[config.mk]
export PLATFORM = sky130hd
export DESIGN_NAME = id3v2_picture_frame_finder_top
export DESIGN_NICKNAME = d
export VERILOG_FILES = /design/src/id3pf_pkg.sv /design/src/id3v2_picture_frame_finder_top.sv /design/src/id3pf_in_stage.sv /design/src/id3pf_parser.sv /design/src/id3pf_out_stage.sv
export SDC_FILE = /design/constraint.sdc
export NUM_CORES = 1
export LEC_CHECK = 0
export BUFFER_PORTS_ARGS = -buffer_cell sky130_fd_sc_hd__buf_2
export CAP_MARGIN = 15
export CORE_ASPECT_RATIO = 1.25
export CORE_MARGIN = 2
export CORE_UTILIZATION = 45
export DETAILED_ROUTE_END_ITERATION = 6
export PLACE_DENSITY = 0.65
export SLEW_MARGIN = 10
export SYNTH_ARGS = -nofsm -noshare
export SYNTH_HDL_FRONTEND = slang
export SYNTH_HIERARCHICAL = 1
export SYNTH_SLANG_ARGS = --single-unit
[constraint.sdc]
create_clock -name clk_i -period 7.5 [get_ports clk_i]
set_input_delay 0.75 -clock clk_i [delete_from_list [all_inputs] [get_ports clk_i]]
set_output_delay 0.75 -clock clk_i [all_outputs]
set_load 0.02 [all_outputs]
[src/id3pf_pkg.sv]
// Types, codes and text tables of the ID3v2 picture frame finder.
`default_nettype none

package id3pf_pkg;

  localparam int unsigned MAX_TEXT_BYTES_DEF = 65;
  localparam int unsigned POS_W              = 29;
  localparam int unsigned LEN_W              = 28;
  localparam logic [POS_W-1:0] POS_MAX       = {POS_W{1'b1}};
  // header 10, frame header 10, encoding 1, "image/png" and zero 10, type 1, empty desc 1
  localparam int unsigned MIN_IMAGE_OFFSET   = 33;

  localparam logic [1:0] VERDICT_NONE = 2'd0;
  localparam logic [1:0] VERDICT_JPEG = 2'd1;
  localparam logic [1:0] VERDICT_PNG  = 2'd2;
  localparam logic [1:0] VERDICT_BAD  = 2'd3;

  typedef enum logic [3:0] {
    PH_IDLE,
    PH_HEADER,
    PH_FRAME,
    PH_SKIP,
    PH_ENCODING,
    PH_MIME,
    PH_PICTYPE,
    PH_DESC
  } phase_e;

  typedef struct packed {
    logic [7:0] data_byte;
    logic       start_of_tag;
    logic       end_of_data;
  } in_item_t;

  typedef struct packed {
    logic [1:0]       verdict;
    logic [POS_W-1:0] image_offset;
  } res_t;

  function automatic logic [7:0] sig_char(input logic [1:0] idx);
    logic [7:0] c;
    unique case (idx)
      2'd0:    c = "I";
      2'd1:    c = "D";
      2'd2:    c = "3";
      default: c = 8'h00;
    endcase
    return c;
  endfunction

  function automatic logic [7:0] apic_char(input logic [1:0] idx);
    logic [7:0] c;
    unique case (idx)
      2'd0:    c = "A";
      2'd1:    c = "P";
      2'd2:    c = "I";
      default: c = "C";
    endcase
    return c;
  endfunction

  function automatic logic [7:0] jpeg_char(input logic [3:0] idx);
    logic [7:0] c;
    unique case (idx)
      4'd0:    c = "i";
      4'd1:    c = "m";
      4'd2:    c = "a";
      4'd3:    c = "g";
      4'd4:    c = "e";
      4'd5:    c = "/";
      4'd6:    c = "j";
      4'd7:    c = "p";
      4'd8:    c = "e";
      4'd9:    c = "g";
      default: c = 8'h00;
    endcase
    return c;
  endfunction

  function automatic logic [7:0] png_char(input logic [3:0] idx);
    logic [7:0] c;
    unique case (idx)
      4'd0:    c = "i";
      4'd1:    c = "m";
      4'd2:    c = "a";
      4'd3:    c = "g";
      4'd4:    c = "e";
      4'd5:    c = "/";
      4'd6:    c = "p";
      4'd7:    c = "n";
      4'd8:    c = "g";
      default: c = 8'h00;
    endcase
    return c;
  endfunction

endpackage

`default_nettype wire

[src/id3v2_picture_frame_finder_top.sv]
// Top level of the ID3v2 picture frame finder.
//
//   channel  dir  tdata                        tuser              tlast
//   s_axis   in   [7:0] data_byte              [0] start_of_tag   end_of_data
//   m_axis   out  [28:0] image_offset, pad 0   [1:0] verdict      -
//
// One byte per cycle unless the sink stalls; a byte enters the input register,
// is parsed once the result register is free, and its verdict, if any, is
// loaded there as the byte is taken. The per-byte counter, compare and shift
// step of the parser sets the rate. Reset returns the parser to idle and
// empties both registers. A stalled sink holds the result word; the input
// still takes one more byte and stalls only while both registers are full.
`default_nettype none

module id3v2_picture_frame_finder_top #(
  parameter int unsigned MaxTextBytes = id3pf_pkg::MAX_TEXT_BYTES_DEF
) (
  input  wire logic        clk_i,
  input  wire logic        rst_ni,
  input  wire logic        s_axis_tvalid_i,
  output logic             s_axis_tready_o,
  input  wire logic [7:0]  s_axis_tdata_i,   // [7:0] data_byte
  input  wire logic        s_axis_tuser_i,   // [0] start_of_tag
  input  wire logic        s_axis_tlast_i,
  output logic             m_axis_tvalid_o,
  input  wire logic        m_axis_tready_i,
  output logic [31:0]      m_axis_tdata_o,   // [28:0] image_offset, [31:29] zero
  output logic [1:0]       m_axis_tuser_o    // [1:0] verdict
);
  import id3pf_pkg::*;

  in_item_t s_item, item;
  res_t     res, m_res;
  logic     item_valid, take, free, res_valid;

  assign s_item.data_byte    = s_axis_tdata_i;
  assign s_item.start_of_tag = s_axis_tuser_i;
  assign s_item.end_of_data  = s_axis_tlast_i;

  id3pf_in_stage u_in (
    .clk_i        (clk_i),
    .rst_ni       (rst_ni),
    .s_valid_i    (s_axis_tvalid_i),
    .s_ready_o    (s_axis_tready_o),
    .s_item_i     (s_item),
    .item_valid_o (item_valid),
    .item_o       (item),
    .item_take_i  (take)
  );

  // parse only when the result register can hold what comes out
  assign take = item_valid && free;

  id3pf_parser #(
    .MaxTextBytes (MaxTextBytes)
  ) u_parser (
    .clk_i       (clk_i),
    .rst_ni      (rst_ni),
    .take_i      (take),
    .item_i      (item),
    .res_valid_o (res_valid),
    .res_o       (res)
  );

  id3pf_out_stage u_out (
    .clk_i     (clk_i),
    .rst_ni    (rst_ni),
    .load_i    (take && res_valid),
    .res_i     (res),
    .free_o    (free),
    .m_valid_o (m_axis_tvalid_o),
    .m_ready_i (m_axis_tready_i),
    .m_res_o   (m_res)
  );

  assign m_axis_tdata_o = {{(32 - POS_W){1'b0}}, m_res.image_offset};
  assign m_axis_tuser_o = m_res.verdict;

endmodule

`default_nettype wire

[src/id3pf_in_stage.sv]
// Input register that holds one stream word until the parser takes it.
`default_nettype none

module id3pf_in_stage (
  input  wire logic               clk_i,
  input  wire logic               rst_ni,
  input  wire logic               s_valid_i,
  output logic                    s_ready_o,
  input  wire id3pf_pkg::in_item_t s_item_i,
  output logic                    item_valid_o,
  output id3pf_pkg::in_item_t     item_o,
  input  wire logic               item_take_i
);
  import id3pf_pkg::*;

  logic     valid_q, valid_d;
  in_item_t item_q;

  // refill in the same cycle the held word drains
  assign s_ready_o = !valid_q || item_take_i;

  always_comb begin
    valid_d = valid_q;
    if (s_valid_i && s_ready_o) begin
      valid_d = 1'b1;
    end else if (item_take_i) begin
      valid_d = 1'b0;
    end
  end

  always_ff @(posedge clk_i or negedge rst_ni) begin
    if (!rst_ni) begin
      valid_q <= 1'b0;
    end else begin
      valid_q <= valid_d;
    end
  end

  always_ff @(posedge clk_i) begin
    if (s_valid_i && s_ready_o) begin
      item_q <= s_item_i;
    end
  end

  assign item_valid_o = valid_q;
  assign item_o       = item_q;

endmodule

`default_nettype wire

[src/id3pf_parser.sv]
// Tag parser: header check, frame walk and APIC mime/description scan per byte.
`default_nettype none

module id3pf_parser #(
  parameter int unsigned MaxTextBytes = id3pf_pkg::MAX_TEXT_BYTES_DEF
) (
  input  wire logic                clk_i,
  input  wire logic                rst_ni,
  input  wire logic                take_i,
  input  wire id3pf_pkg::in_item_t item_i,
  output logic                     res_valid_o,
  output id3pf_pkg::res_t          res_o
);
  import id3pf_pkg::*;

  localparam int unsigned CntMax = (MaxTextBytes > 10) ? MaxTextBytes : 10;
  localparam int unsigned CntW   = $clog2(CntMax + 1);

  phase_e           phase_q, phase_d, cur_phase, step_phase;
  logic [CntW-1:0]  cnt_q, cnt_d, cur_cnt, cnt_inc;
  logic [POS_W-1:0] pos_q, pos_d, cur_pos;
  logic [LEN_W-1:0] len_q, len_d, cur_len;
  logic [7:0]       ver_q, ver_d, cur_ver;
  logic             sig_q, sig_d, cur_sig;
  logic [31:0]      size_q, size_d, cur_size;
  logic             pic_q, pic_d, cur_pic;
  logic             jm_q, jm_d, cur_jm;
  logic             pm_q, pm_d, cur_pm;
  logic [1:0]       kind_q, kind_d, cur_kind;

  logic             fin, eod, begin_frm, end_chk, past_end, sig_ok;
  logic [1:0]       fin_verdict;
  logic [POS_W-1:0] fin_offset;
  logic [7:0]       b;

  assign b = item_i.data_byte;

  // start of tag clears everything and opens the header
  always_comb begin
    cur_phase = phase_q;
    cur_cnt   = cnt_q;
    cur_pos   = pos_q;
    cur_len   = len_q;
    cur_ver   = ver_q;
    cur_sig   = sig_q;
    cur_size  = size_q;
    cur_pic   = pic_q;
    cur_jm    = jm_q;
    cur_pm    = pm_q;
    cur_kind  = kind_q;
    if (item_i.start_of_tag) begin
      cur_phase = PH_HEADER;
      cur_cnt   = '0;
      cur_pos   = '0;
      cur_len   = '0;
      cur_ver   = '0;
      cur_sig   = 1'b0;
      cur_size  = '0;
      cur_pic   = 1'b0;
      cur_jm    = 1'b0;
      cur_pm    = 1'b0;
      cur_kind  = VERDICT_NONE;
    end
  end

  assign cnt_inc = cur_cnt + 1'b1;

  // per-byte datapath step
  always_comb begin
    step_phase  = cur_phase;
    cnt_d       = cur_cnt;
    len_d       = cur_len;
    ver_d       = cur_ver;
    sig_d       = cur_sig;
    size_d      = cur_size;
    pic_d       = cur_pic;
    jm_d        = cur_jm;
    pm_d        = cur_pm;
    kind_d      = cur_kind;
    fin         = 1'b0;
    fin_verdict = VERDICT_NONE;
    fin_offset  = '0;
    begin_frm   = 1'b0;
    end_chk     = 1'b0;
    sig_ok      = 1'b0;
    pos_d       = cur_pos;
    if (cur_phase != PH_IDLE && cur_pos != POS_MAX) begin
      pos_d = cur_pos + 1'b1;
    end

    unique case (cur_phase)
      PH_IDLE: begin
      end
      PH_HEADER: begin
        if (cur_cnt < CntW'(3)) begin
          sig_ok = (b == sig_char(cur_cnt[1:0]));
          sig_d  = (cur_cnt == '0) ? sig_ok : (cur_sig && sig_ok);
        end else if (cur_cnt == CntW'(3)) begin
          ver_d = b;
        end else if (cur_cnt >= CntW'(6)) begin
          len_d = {cur_len[LEN_W-8:0], b[6:0]};
        end
        cnt_d = cnt_inc;
        if (cur_cnt >= CntW'(9)) begin
          if (!sig_d || (ver_d != 8'd3 && ver_d != 8'd4)) begin
            fin         = 1'b1;
            fin_verdict = VERDICT_BAD;
          end else begin
            begin_frm = 1'b1;
          end
        end
      end
      PH_FRAME: begin
        if (cur_cnt < CntW'(4)) begin
          pic_d = cur_pic && (b == apic_char(cur_cnt[1:0]));
        end else if (cur_cnt < CntW'(8)) begin
          if (cur_ver == 8'd3) begin
            size_d = {cur_size[23:0], b};
          end else begin
            size_d = {4'b0000, cur_size[20:0], b[6:0]};
          end
        end
        cnt_d = cnt_inc;
        if (cur_cnt >= CntW'(9)) begin
          if (cur_pic) begin
            step_phase = PH_ENCODING;
          end else if (cur_size == '0) begin
            begin_frm = 1'b1;
          end else begin
            step_phase = PH_SKIP;
          end
        end
      end
      PH_SKIP: begin
        if (cur_size != '0) begin
          size_d = cur_size - 1'b1;
        end
        end_chk   = 1'b1;
        begin_frm = (size_d == '0);
      end
      PH_ENCODING: begin
        step_phase = PH_MIME;
        cnt_d      = '0;
        jm_d       = 1'b1;
        pm_d       = 1'b1;
      end
      PH_MIME: begin
        if (b == 8'h00) begin
          if (cur_jm && cur_cnt == CntW'(10)) begin
            kind_d = VERDICT_JPEG;
          end else if (cur_pm && cur_cnt == CntW'(9)) begin
            kind_d = VERDICT_PNG;
          end else begin
            kind_d = VERDICT_NONE;
          end
          step_phase = PH_PICTYPE;
        end else begin
          jm_d  = cur_jm && (cur_cnt < CntW'(10)) && (b == jpeg_char(cur_cnt[3:0]));
          pm_d  = cur_pm && (cur_cnt < CntW'(9)) && (b == png_char(cur_cnt[3:0]));
          cnt_d = cnt_inc;
          if (cnt_inc >= CntW'(MaxTextBytes)) begin
            fin = 1'b1;
          end
        end
      end
      PH_PICTYPE: begin
        step_phase = PH_DESC;
        cnt_d      = '0;
      end
      PH_DESC: begin
        if (b == 8'h00) begin
          fin = 1'b1;
          if (cur_kind == VERDICT_JPEG || cur_kind == VERDICT_PNG) begin
            fin_verdict = cur_kind;
            fin_offset  = pos_d;
          end
        end else begin
          cnt_d = cnt_inc;
          if (cnt_inc >= CntW'(MaxTextBytes)) begin
            fin = 1'b1;
          end
        end
      end
      default: begin
        step_phase = PH_IDLE;
      end
    endcase

    // frame headers and skips stop at the end of the tag
    past_end = (pos_d >= ({1'b0, len_d} + POS_W'(10)));
    if ((begin_frm || end_chk) && past_end) begin
      fin = 1'b1;
    end else if (begin_frm) begin
      step_phase = PH_FRAME;
      cnt_d      = '0;
      pic_d      = 1'b1;
      size_d     = '0;
    end
  end

  assign eod = item_i.end_of_data && !fin && (step_phase != PH_IDLE);

  // next state
  always_comb begin
    phase_d = step_phase;
    if (fin || eod) begin
      phase_d = PH_IDLE;
    end
  end

  // result
  always_comb begin
    res_valid_o        = fin || eod;
    res_o.verdict      = fin_verdict;
    res_o.image_offset = fin_offset;
    if (!fin) begin
      res_o.verdict      = (step_phase == PH_HEADER) ? VERDICT_BAD : VERDICT_NONE;
      res_o.image_offset = '0;
    end
  end

  always_ff @(posedge clk_i or negedge rst_ni) begin
    if (!rst_ni) begin
      phase_q <= PH_IDLE;
      cnt_q   <= '0;
      pos_q   <= '0;
      len_q   <= '0;
      ver_q   <= '0;
      sig_q   <= 1'b0;
      size_q  <= '0;
      pic_q   <= 1'b0;
      jm_q    <= 1'b0;
      pm_q    <= 1'b0;
      kind_q  <= VERDICT_NONE;
    end else if (take_i) begin
      phase_q <= phase_d;
      cnt_q   <= cnt_d;
      pos_q   <= pos_d;
      len_q   <= len_d;
      ver_q   <= ver_d;
      sig_q   <= sig_d;
      size_q  <= size_d;
      pic_q   <= pic_d;
      jm_q    <= jm_d;
      pm_q    <= pm_d;
      kind_q  <= kind_d;
    end
  end

endmodule

`default_nettype wire

[src/id3pf_out_stage.sv]
// Result register that holds one verdict word until the sink takes it.
`default_nettype none

module id3pf_out_stage (
  input  wire logic            clk_i,
  input  wire logic            rst_ni,
  input  wire logic            load_i,
  input  wire id3pf_pkg::res_t res_i,
  output logic                 free_o,
  output logic                 m_valid_o,
  input  wire logic            m_ready_i,
  output id3pf_pkg::res_t      m_res_o
);
  import id3pf_pkg::*;

  logic valid_q, valid_d;
  res_t res_q;

  assign free_o = !valid_q || m_ready_i;

  always_comb begin
    valid_d = valid_q;
    if (load_i) begin
      valid_d = 1'b1;
    end else if (m_ready_i) begin
      valid_d = 1'b0;
    end
  end

  always_ff @(posedge clk_i or negedge rst_ni) begin
    if (!rst_ni) begin
      valid_q <= 1'b0;
    end else begin
      valid_q <= valid_d;
    end
  end

  always_ff @(posedge clk_i) begin
    if (load_i) begin
      res_q <= res_i;
    end
  end

  assign m_valid_o = valid_q;
  assign m_res_o   = res_q;

endmodule

`default_nettype wire

==> out/metrics.cfg <==
[run_status]
status=completed

[clocking]
htreeDepth=4
clock_latency_ps=440
clk_path_buf_depth=2
cts_root_buffer=clkbuf_16
cts_resized=0
cts_buffers=17
clock-sinks=157
clk_pin_slew_ps=60
cts_hold_buf=0
cts_tree=built
cts_setup_buffers=0

[routing]
ant_nets=0
finalWirelength_um=38300
wl_met1_um=15700
viasPerCell=6.44
drt_iter0_drc=1164
wl_met2_um=18900
routed.top_layer=met4
drcViolationCount=0
routedWlPerCell_um=20.7
wl_met3_um=2150
first_pass_iters=6
dr_total_vias=11904

[power]
power.leakage_nw=5.34
cellPowerDensity_mw_per_mm2=238
peakVddDrop_mv=0.120
p_total_mw=3.18

[timing]
rsz0062_at_grt=false
slew_viol_final=0
finalCriticalPeriod_ps=6870
tightestPinTransition_ps=1110
fmax_mhz=146
finalHoldViolations=0
finalCritPeriodShare=0.916
setup_viol=0
worst_slack_ps=629
hold_slack_ps=396
skew_ps=13.4
maxSlewHeadroom=0.253
fin_tns_setup_ps=0

[logic_synthesis]
synth.avg_cell_area_um2=8.15
synth_top_family_by_area=simple AND/OR/NAND/NOR gates
syn_inst=1512
synth_adder_area_share=0.0436
yosys.area_share.xor_xnor=0.0547
syn_area_mm2=0.0123
async_flop_share=0.739
post_synth_num_cell_types=84
synth_compound_area_frac=0.239
ys_ff_latch=157
yosysWarnings=6
synth_mux_area_frac=0.0316
ys.flop_type=dfrtp_1
synth-simple-area-share=0.244
synth_edf_count=41
yosysSeqAreaShare=0.335

[global_routing]
grt.overflow.total=0
grt_max_degree=114
antenna_found_initial=0
grt_pass1_wl_um=61500
grt_usage=0.264
grt_pass1_vias=11390

[worst_setup_path]
critical_path_arrival_ps=7200
crit_path_end_kind=register
crit_top_cell=nand2_1
cp.required_ps=7820
start_kind=register
startpoint=u_in/item_o[1]
rr_endpoint=u_out/m_valid_o
crit_type=reg2reg
reg2reg_setup_slack_ps=630
endpoint=u_out/m_valid_o
slowest_stage=edfxtp_1
critPathMaxStageDelay_ps=530
cp_max_fo=32
rr_startpoint=u_in/item_o[1]
r2r_cells=26

[place]
place_ws_ps=459
gp_congestion=0.979
dp_hpwl_um=26800
port-buffer-count=46

[cells_and_area]
syn_to_final_growth_pct=8.28
diodes=0
multi_input_area_mm2=0.00760
fillers=2593
finalNetCount=1548
ff_latch_area_mm2=0.00413
layout-drive-gt1-share=0.0944

[floorplanning]
core.rowCount=67
die_area_mm2=0.0287
die_h_um=189
io_pins=50
die_width_um=152
initial_utilization=0.458
core_mm2=0.0269

[job]
cap_violations=0

[worst_hold_path]
hp-class=in2async

-- final cells by class --
type,instances,area share
multi-input combinational,1198,0.569
sequential,157,0.310
timing repair buffer,74,0.0351
clock buffer,23,0.0343
tap,345,0.0323
inverter,43,0.0121
clock inverter,9,0.00740
-- cell usage after synthesis (9+ instances only) --
library cell	n	area share
mux2_2	15	0.014
buf_1	16	0.0049
o211ai_1	9	0.0055
ha_1	43	0.044
xnor2_1	41	0.029
a21o_1	15	0.0091
inv_1	42	0.013
o2bb2ai_1	43	0.031
o21ai_0	70	0.028
nor3_1	53	0.022
nand2_1	163	0.050
mux2i_1	22	0.018
dfrtp_1	116	0.24
and3_1	20	0.010
o22ai_1	24	0.012
a22o_1	17	0.012
edfxtp_1	41	0.10
nor2b_1	26	0.013
a31oi_1	18	0.0091
nand2b_1	14	0.0071
a22oi_1	27	0.016
or3_1	12	0.0061
nand3_1	42	0.017
nor2_1	159	0.048
or4_1	11	0.0067
a211oi_1	15	0.0091
xor2_1	36	0.026
clkbuf_1	88	0.027
nor4_1	24	0.012
a21boi_0	9	0.0055
nand4_1	24	0.012
a21oi_1	106	0.043
-- routing by layer --
metal  global-route usage  vias up
met2                0.458      498
met3               0.0387      103
met1                0.324     5744
met4                0.122        0
li1                     -     5559
met5                    0        -
-- registers in the layout, indices dropped and copies added, names as in the netlist, 2 cells and up --
| signal | cells |
|---|---|
| u_parser/kind_q | 2 |
| u_parser/phase_q | 4 |
| u_parser/len_q | 28 |
| u_in/item_o | 10 |
| u_parser/cnt_q | 7 |
| u_parser/pos_q | 29 |
| u_parser/size_q | 32 |
| u_parser/ver_q | 8 |
| u_out/m_res_o | 31 |
-- worst max-delay path, delay by kind of cell (launching register included) --
family                     cells  cell delay [ps]
adders and majority gates      3              730
AOI/OAI and AO/OA              7             1970
DFF                            1              530
buffers and inverters          2              210
xor gates and xnor gates       1              160
and+or+nand+nor               13             3160
-- cell usage in the layout, fill, tap and decap left out, types with 40 or more instances in the layout --
| cell | count |
|---|---|
| o21ai_0 | 70 |
| nand2_1 | 163 |
| edfxtp_1 | 41 |
| o2bb2ai_1 | 43 |
| dfrtp_1 | 116 |
| nand3_1 | 42 |
| nor2_1 | 158 |
| inv_1 | 40 |
| buf_2 | 45 |
| xnor2_1 | 41 |
| a21oi_1 | 106 |
| nor3_1 | 52 |
| ha_1 | 43 |
-- stage by stage --
stage	instance area, µm²	util	std cells
final	13300	0.496	1849
after CTS	13300	0.495	1846
after detailed placement	12800	0.474	1814
after floorplan	12400	-	1514
after global placement	12800	0.474	1814
after global routing	13300	0.496	1849
-- kinds of logic after synthesis --
group                    Yosys count
multiplexers                      37
adder cells (fa/ha/maj)           43
buffers and inverters            159
other                              1
XOR/XNOR                          77
AO/OA/AOI/OAI                    434
flip-flops                       157
AND/OR/NAND/NOR                  604
-- report_power, final --
group	internal, mW	switching [mW]
clock	0.495	0.355
sequential	0.973	0.133
combinational	0.440	0.782
-- how the worst min path moves through the flow --
stage | slack [ps] | start | to | cells after the start
after floorplan | 440 | u_parser/pic_q | u_parser/pic_q | 2
after global placement | 460 | u_parser/len_q[21] | u_parser/len_q[21] | 1
after detailed placement | 470 | u_parser/len_q[21] | u_parser/len_q[21] | 1
after CTS | 420 | rst_ni | u_parser/pos_q[2] | 1
after global routing | 450 | rst_ni | u_parser/pos_q[2] | 1
final | 400 | rst_ni | u_parser/pos_q[2] | 1
(Power assumes the default switching activity.)
